`src/rtl/mme_pkg.sv`:
```
// ---------------------------------------------------------------------------
// mme_pkg
// Shared widths, codes and types of the matrix multiply engine.
// ---------------------------------------------------------------------------
package mme_pkg;

	localparam int SIZE_W    = 5;
	localparam int IDX_W     = 4;
	localparam int ELEM_W    = 16;
	localparam int PROD_W    = 2 * ELEM_W;
	localparam int SUM_W     = 40;
	localparam int KIND_W    = 2;
	localparam int CFG_IDX_W = 2;

	localparam int DEF_MAX_ROWS  = 16;
	localparam int DEF_MAX_INNER = 16;
	localparam int DEF_MAX_COLS  = 16;

	localparam logic [KIND_W-1:0] KIND_LOAD_A = 2'd0;
	localparam logic [KIND_W-1:0] KIND_LOAD_B = 2'd1;
	localparam logic [KIND_W-1:0] KIND_QUERY  = 2'd2;

	localparam logic [CFG_IDX_W-1:0] REG_ROWS_USED  = 2'd0;
	localparam logic [CFG_IDX_W-1:0] REG_INNER_USED = 2'd1;
	localparam logic [CFG_IDX_W-1:0] REG_COLS_USED  = 2'd2;

	localparam logic [SIZE_W-1:0] SIZE_RESET = 5'd16;

	typedef struct packed {
		logic [KIND_W-1:0]        kind;
		logic [IDX_W-1:0]         row_index;
		logic [IDX_W-1:0]         col_index;
		logic signed [ELEM_W-1:0] element_value;
	} req_t;

	typedef struct packed {
		logic signed [SUM_W-1:0] product_value;
		logic                    index_error;
	} res_t;

	typedef struct packed {
		logic [SIZE_W-1:0] nr;
		logic [SIZE_W-1:0] ni;
		logic [SIZE_W-1:0] nc;
	} sizes_t;

	typedef struct packed {
		logic load_a;
		logic load_b;
		logic q_start;
		logic issue;
		logic finish;
		logic finish_imm;
		logic imm_err;
	} cmd_t;

	typedef struct packed {
		logic q_in_range;
		logic ni_zero;
		logic last_k;
		logic pipe_busy;
	} sts_t;

endpackage

```
`src/rtl/mme_ctrl.sv`:
```
// ---------------------------------------------------------------------------
// mme_ctrl
// Request sequencer: dispatches loads, runs the inner-product loop of a
// query and drains the multiply-accumulate pipeline.
// ---------------------------------------------------------------------------
module mme_ctrl import mme_pkg::*; (
	input  logic              clk,
	input  logic              arst_n,
	input  logic              start,
	input  logic [KIND_W-1:0] kind,
	input  sts_t              sts,
	output logic              busy,
	output cmd_t              cmd
);

	localparam logic [1:0] ST_IDLE  = 2'd0;
	localparam logic [1:0] ST_RUN   = 2'd1;
	localparam logic [1:0] ST_DRAIN = 2'd2;

	logic [1:0] state_q;
	logic [1:0] state_d;

	always_comb begin
		cmd     = '0;
		state_d = state_q;
		unique case (state_q)
			ST_IDLE: begin
				if (start) begin
					unique case (kind)
						KIND_LOAD_A: cmd.load_a = 1'b1;
						KIND_LOAD_B: cmd.load_b = 1'b1;
						KIND_QUERY: begin
							if (!sts.q_in_range) begin
								cmd.finish_imm = 1'b1;
								cmd.imm_err    = 1'b1;
							end else if (sts.ni_zero) begin
								cmd.finish_imm = 1'b1;
							end else begin
								cmd.q_start = 1'b1;
								state_d     = ST_RUN;
							end
						end
						default: ;
					endcase
				end
			end
			ST_RUN: begin
				cmd.issue = 1'b1;
				if (sts.last_k) begin
					state_d = ST_DRAIN;
				end
			end
			ST_DRAIN: begin
				if (!sts.pipe_busy) begin
					cmd.finish = 1'b1;
					state_d    = ST_IDLE;
				end
			end
			default: state_d = ST_IDLE;
		endcase
	end

	always_ff @(posedge clk or negedge arst_n) begin
		if (!arst_n) begin
			state_q <= ST_IDLE;
		end else begin
			state_q <= state_d;
		end
	end

	assign busy = (state_q != ST_IDLE);

endmodule

```
`config.mk`:
```
export PLATFORM = sky130hd
export DESIGN_NAME = mme_ctrl
export DESIGN_NICKNAME = d
export VERILOG_FILES = /design/src/rtl/mme_pkg.sv /design/src/rtl/mme_ctrl.sv
export SDC_FILE = /design/constraint.sdc
export NUM_CORES = 1
export LEC_CHECK = 0
export BUFFER_PORTS_ARGS = -buffer_cell sky130_fd_sc_hd__buf_2
export CELL_PAD_IN_SITES_DETAIL_PLACEMENT = 1
export CELL_PAD_IN_SITES_GLOBAL_PLACEMENT = 1
export CORE_AREA = 2 2 39 41
export CTS_BUF_LIST = sky130_fd_sc_hd__clkbuf_2 sky130_fd_sc_hd__clkbuf_4 sky130_fd_sc_hd__clkbuf_8
export DETAILED_ROUTE_END_ITERATION = 7
export DIE_AREA = 0 0 41 43
export PLACE_DENSITY_LB_ADDON = 0.08
export SYNTH_ARGS = -nofsm -noshare
export SYNTH_HDL_FRONTEND = slang
export SYNTH_SLANG_ARGS = --single-unit
export TNS_END_PERCENT = 5
```
`constraint.sdc`:
```
create_clock -name clk -period 3.1 [get_ports clk]
set_input_delay 0.155 -clock clk [delete_from_list [all_inputs] [get_ports clk]]
set_output_delay 0.155 -clock clk [all_outputs]
set_load 0.02 [all_outputs]
```
==> results.py, run 1 <==
metrics = {
    "cts": {
        "hold_buffers": 1,
        "clock_latency_ns": 0.22,
        "cts_tree": "built",
        "clock-sinks": 2,
        "cts_setup_buffers": 0,
        "path_clk_slew_ns": 0.03,
        "htree_levels": 1,
        "cts_resized": 0,
        "cts_buffers": 3,
        "cts-root-buf": "clkbuf_4",
        "clock_path_buffers": 2,
    },
    "synth": {
        "ys_seq_elements": 2,
        "ys_seq_area_frac": 0.299,
        "synth.distinct_cells": 12,
        "syn_nets": 28,
        "syn_area_um2": 168,
        "syn-instance-count": 19,
        "avgSynthCellArea_um2": 8.82,
        "ys_warn_count": 0,
    },
    "grt": {
        "grt_use_total": 0.0713,
        "grt_pass1_vias": 188,
        "grt-ovfl-total": 0,
        "antenna_found_initial": 0,
        "grt_pass1_wl_um": 745,
        "grt_max_degree": 7,
    },
    "sta": {
        "fin_crit_ns": 1.67,
        "fmax_mhz": 599,
        "finalHoldViolCount": 0,
        "finalSetupViolCount": 0,
        "worst_slew_pin_slew_ns": 0.218,
        "period_share": 0.538,
        "max_slew_margin": 0.855,
        "fin_ws_ns": 1.43,
        "slew_viol_final": 0,
        "setup_tns_ns": 0,
        "rsz0062_at_grt": "false",
        "clock_skew_ns": 0.00268,
    },
    "final_layout": {
        "layout-drive-gt1-share": 0.568,
        "final_area_um2": 288,
        "reg_top3": "state_q x2",
        "top_register": "state_q",
        "largest_reg_flops": 2,
        "n_antenna_cell": 0,
        "finalNetCount": 48,
        "fin_util": 0.208,
        "area.growth.synth_to_final_pct": 71.6,
    },
    "floorplanning": {
        "die_w_um": 41,
        "coreArea_um2": 1380,
        "row_count": 14,
        "die_y_um": 43,
        "dieArea_um2": 1760,
        "start_util": 0.121,
        "pin_count": 17,
    },
    "critical_path": {
        "start_kind": "flop",
        "crit_type": "reg -> out",
        "required_ns": 2.94,
        "worstPathCellList": "or3b_1, nor3b_1, buf_2",
        "path_max_fanout": 6,
        "critPathSlowestCell": "or3b_1",
        "slowest_delay_ns": 0.49,
        "endpoint_kind": "output port",
        "critical_path_arrival_ns": 1.51,
    },
    "power_and_ir_drop": {
        "ir_drop_v": 0.000102,
        "powerDensity_nw_per_um2": 391,
        "finalPower_mw": 0.112,
        "p_leak_nw": 0.162,
    },
    "detailed_routing": {
        "ant_nets": 0,
        "drtIter0Drc": 2,
        "totalWireLength_um": 509,
        "routed_via_density": 3.77,
        "drc": 0,
        "num_vias": 200,
        "wire_per_inst_um": 9.60,
        "firstDrtPassIters": 2,
    },
    "run_status": {
        "status": "finished clean",
    },
    "min_path": {
        "hp-class": "in -> reg",
    },
    "place": {
        "dp_hpwl_um": 407,
        "io_buffer_count": 16,
        "post-place-ws_ns": 1.66,
        "placed_area_um2": 255,
        "globalplace.congestion": 0.624,
    },
    "flow_run": {
        "maxCapViolations": 0,
    },
}
==> cell usage after synthesis <==
master	instances	area (um^2)
inv_1	1	3.75
nor3b_1	2	15.0
or3b_1	1	8.76
or2_2	1	6.26
nor2b_1	2	12.5
dfrtp_1	2	50.1
nand2b_1	3	18.8
buf_4	1	7.51
a22o_1	1	8.76
buf_2	1	5.00
nor3_1	3	15.0
o32ai_2	1	16.3
==> cell families after synthesis <==
logic type	share of synthesized area
buffers and inverters	0.0970
AO/OA/AOI/OAI	0.149
flip-flops	0.299
AND/OR/NAND/NOR	0.455
==> path summary, 6_finish.rpt <==
kind | slack, ns | startpoint | cells past startpoint | to
worst max-delay path | 1.43 | state_q[1] | 3 | cmd[1]
max in group asynchronous | 2.75 | arst_n | 2 | state_q[1]
min in group asynchronous | 0.25 | arst_n | 2 | state_q[0]
worst min-delay path | 0.14 | sts[1] | 2 | state_q[0]
worst min register to register | 0.63 | state_q[0] | 2 | state_q[0]
worst max register to register | 1.86 | state_q[1] | 2 | state_q[0]
==> metal layers <==
layer | vias up | global-route usage | share of wire
li1 | 102 | - | -
met1 | 90 | 0.0772 | 0.40
met2 | 8 | 0.0813 | 0.54
met3 | 0 | 0.0314 | 0.061
met4 | 0 | 0.100 | 0
met5 | - | 0 | 0
==> cells in the final DEF, fill, tap and decap left out <==
master,n
nand2b_1,3
nor2b_1,2
or2_2,1
clkbuf_4,3
inv_1,1
dfrtp_1,2
or3b_1,1
buf_2,16
nor3_1,3
dlygate4sd3_1,1
nor3b_1,2
o32ai_2,1
a22o_1,1
==> metrics by stage <==
| stage | hold WS (ns) | std cells |
|---|---|---|
| CTS | 0.130 | 53 |
| global route | 0.136 | 53 |
| global placement | -0.0598 | 49 |
| detailed placement | -0.0595 | 49 |
| finish | 0.137 | 53 |
| floorplan | -0.141 | 19 |
==> critical path: cells and delay by family (launching register included) <==
family                 cells  cell delay (ns)
buffers and inverters      1             0.19
DFF                        1             0.38
and+or+nand+nor            2             0.72
==> area by class of cell <==
class,instances,area [um^2]
tap,16,20.0
timing repair buffer,17,90.1
sequential,2,50.0
clock buffer,3,22.5
multi-input combinational,14,101
inverter,1,3.75
fill,175,1100
==> where the power goes <==
part           switching [mW]  internal (mW)  leakage, nW
clock network          0.0142         0.0426       0.0138
registers            0.000827         0.0274       0.0276
logic                  0.0152         0.0122        0.121
Note: power is estimated with default switching activity, not from simulation.
==> run 2: changes to the inputs <==
--- a/config.mk
+++ b/config.mk
@@ -5,6 +5,7 @@
 export SDC_FILE = /design/constraint.sdc
 export NUM_CORES = 1
 export LEC_CHECK = 0
+export ABC_AREA = 1
 export BUFFER_PORTS_ARGS = -buffer_cell sky130_fd_sc_hd__buf_2
 export CELL_PAD_IN_SITES_DETAIL_PLACEMENT = 1
 export CELL_PAD_IN_SITES_GLOBAL_PLACEMENT = 1
==> constraint.sdc (replaced) <==
create_clock -name clk -period 1.3 [get_ports clk]
set_input_delay 0.065 -clock clk [delete_from_list [all_inputs] [get_ports clk]]
set_output_delay 0.065 -clock clk [all_outputs]
set_load 0.02 [all_outputs]
==> run 2 against run 1 <==
Non-clock buffer count is 3 higher. Combinational power rose to 2.8 times the previous value. Cell count is 34% higher. Critical path type unchanged. Clock-buffer cell count unchanged. Critical path depth up 1. Sequential share of layout area shrank 2.8 points. Register-to-register slack got worse by 1.6 ns. Die area unchanged. Synthesized cell count is 74% higher. Clock skew down 0.00092 ns. Flip-flop and latch count is the same. Critical endpoint unchanged. Wire length is 33% higher.
==> results.py, run 2 <==
metrics = {
    "sta": {
        "holdWs_ns": 0.116,
        "fmax_mhz": 797,
        "rsz0062_at_grt": "true",
        "finalSetupViolCount": 0,
        "worst_slew_pin_slew_ns": 0.168,
        "slew_viol_final": 0,
        "finalHoldViolCount": 0,
        "period_share": 0.965,
        "clock_skew_ns": 0.00176,
        "fin_crit_ns": 1.26,
        "max_slew_margin": 0.887,
    },
    "synth": {
        "yosysMostFrequentCell": "nand2_1",
        "syn-instance-count": 33,
        "syn_area_um2": 183,
        "synthMuxAreaShare": 0,
        "ys_seq_area_frac": 0.274,
        "synth_compound_area_frac": 0,
        "yosys.area.top_type": "dfrtp_1",
        "ys_seq_elements": 2,
        "syn_nets": 42,
        "ys_warn_count": 0,
        "synthAdderAreaFrac": 0,
        "synthTopCellsByArea": "dfrtp_1, nand2_1, inv_1",
        "synth_top_family_by_area": "simple AND/OR/NAND/NOR gates",
        "synthTopCellsByCount": "nand2_1, inv_1, nor2_1, nor3_1",
        "synthXorXnorAreaFrac": 0,
        "synth.distinct_cells": 9,
        "synthSimpleGateAreaFrac": 0.500,
        "synthArstFlopShare": 1.00,
        "synth_edf_count": 0,
        "yosysTopAreaCellShare": 0.274,
        "avgSynthCellArea_um2": 5.54,
        "synth_ff_type": "dfrtp_1",
    },
    "floorplanning": {
        "pin_count": 17,
        "coreArea_um2": 1380,
        "die_y_um": 43,
        "dieArea_um2": 1760,
        "die_w_um": 41,
        "start_util": 0.132,
        "row_count": 14,
    },
    "place": {
        "placed_area_um2": 275,
        "io_buffer_count": 16,
        "dp_hpwl_um": 536,
        "placedCellCount": 64,
        "globalplace.congestion": 0.642,
    },
    "grt": {
        "grt_pass1_wl_um": 1040,
        "antenna_found_initial": 0,
        "grt_max_degree": 5,
        "grt_use_total": 0.0912,
        "grt_pass1_vias": 280,
        "grt-ovfl-total": 0,
    },
    "critical_path": {
        "endpoint_kind": "output port",
        "start_kind": "flop",
        "crit_type": "reg -> out",
        "ff2ff_setup_slack_ns": 0.25,
        "reg2reg_from": "state_q[1]",
        "r2r_end": "state_q[1]",
        "critical_path_arrival_ns": 1.19,
        "path_max_fanout": 3,
        "reg2reg_depth": 5,
        "required_ns": 1.24,
    },
    "final_layout": {
        "finalNetCount": 66,
        "layout-drive-gt1-share": 0.600,
        "area.growth.synth_to_final_pct": 97.3,
        "final_area_um2": 360,
        "largest_reg_flops": 2,
        "final_common_cell": "buf_2",
        "top_register": "state_q",
        "n_antenna_cell": 0,
        "fin_util": 0.260,
        "fillers": 182,
        "layout_common_cells": "buf_2, nand2_1, inv_1, buf_4",
        "reg_top3": "state_q x2",
        "fin_cells": 71,
    },
    "detailed_routing": {
        "totalWireLength_um": 675,
        "wire_per_inst_um": 9.51,
        "drtIter0Drc": 0,
        "firstDrtPassIters": 1,
        "ant_nets": 0,
        "num_vias": 264,
        "routed_via_density": 3.72,
        "drc": 0,
    },
    "cts": {
        "clock_path_buffers": 2,
        "cts_buffers": 3,
        "htree_levels": 1,
        "cts_tree": "built",
        "path_clk_slew_ns": 0.03,
        "cts-root-buf": "clkbuf_4",
        "clock_latency_ns": 0.22,
        "clock-sinks": 2,
    },
    "power_and_ir_drop": {
        "powerDensity_nw_per_um2": 777,
        "finalPower_mw": 0.280,
        "p_leak_nw": 0.227,
        "ir_drop_v": 0.000302,
    },
    "flow_run": {
        "maxCapViolations": 0,
    },
    "min_path": {
        "hp-class": "in -> reg",
        "holdPathStages": 4,
        "holdPathEnd": "state_q[0]",
        "hold_path.startpoint": "sts[1]",
    },
    "run_status": {
        "status": "finished clean",
    },
}
==> run 2: where the power goes <==
part	switching (mW)	internal, mW
registers	0.00376	0.0654
clock network	0.0332	0.102
logic	0.0432	0.0327
total	0.0802	0.200
==> run 2: how the worst max path moves through the flow <==
stage	startpoint	depth (start not counted)	endpoint	slack (ns)
2_1_floorplan	state_q[1]	3	cmd[1]	0.06
3_3_place_gp	state_q[1]	6	cmd[4]	0.28
3_5_place_dp	state_q[1]	4	cmd[6]	0.21
4_1_cts	state_q[1]	4	cmd[5]	0.01
5_1_grt	state_q[0]	4	cmd[1]	-0.008
6_report	state_q[0]	4	cmd[1]	0.04
==> run 2: stage by stage <==
step | setup slack [ns] | setup TNS (ns)
floorplan | 0.0608 | 0
global placement | 0.277 | 0
detailed placement | 0.212 | 0
CTS | 0.0115 | 0
global route | -0.00816 | -0.00816
finish | 0.0449 | 0
==> run 2: what timing repair did <==
item | in CTS | in global routing
buffers inserted | 0 | 3
endpoints found under the setup margin | 3 | 4
hold endpoints to repair | 2 | 0
gates resized for setup | 2 | 9
hold buffers | 1 | 0
pin swaps | 0 | 1
==> run 2: metal layers <==
| layer | vias up | wire, um | global-route usage |
|---|---|---|---|
| li1 | 140 | - | - |
| met1 | 116 | 266 | 0.0799 |
| met2 | 8 | 372 | 0.159 |
| met3 | 0 | 36 | 0.0157 |
| met4 | 0 | 0 | 0.0800 |
| met5 | - | 0 | 0 |
==> run 2: layout make-up <==
class,instances,area [um^2],share of cell area
repair buffers,20,120,0.333
clock buffers,3,22.5,0.0625
multi-input cells,21,111,0.309
flip-flops and latches,2,52.6,0.146
inverters,9,33.8,0.0937
well taps,16,20.0,0.0556
==> run 2: critical path, cell delays in order (launching register included) <==
cell and delay (ns):
dfrtp_2 0.43, inv_2 0.09, nand2_2 0.07, nor3_1 0.19, buf_2 0.19
==> run 2: cells by family after synthesis <==
family                 Yosys count
buffers and inverters           10
DFF                              2
and+or+nand+nor                 21
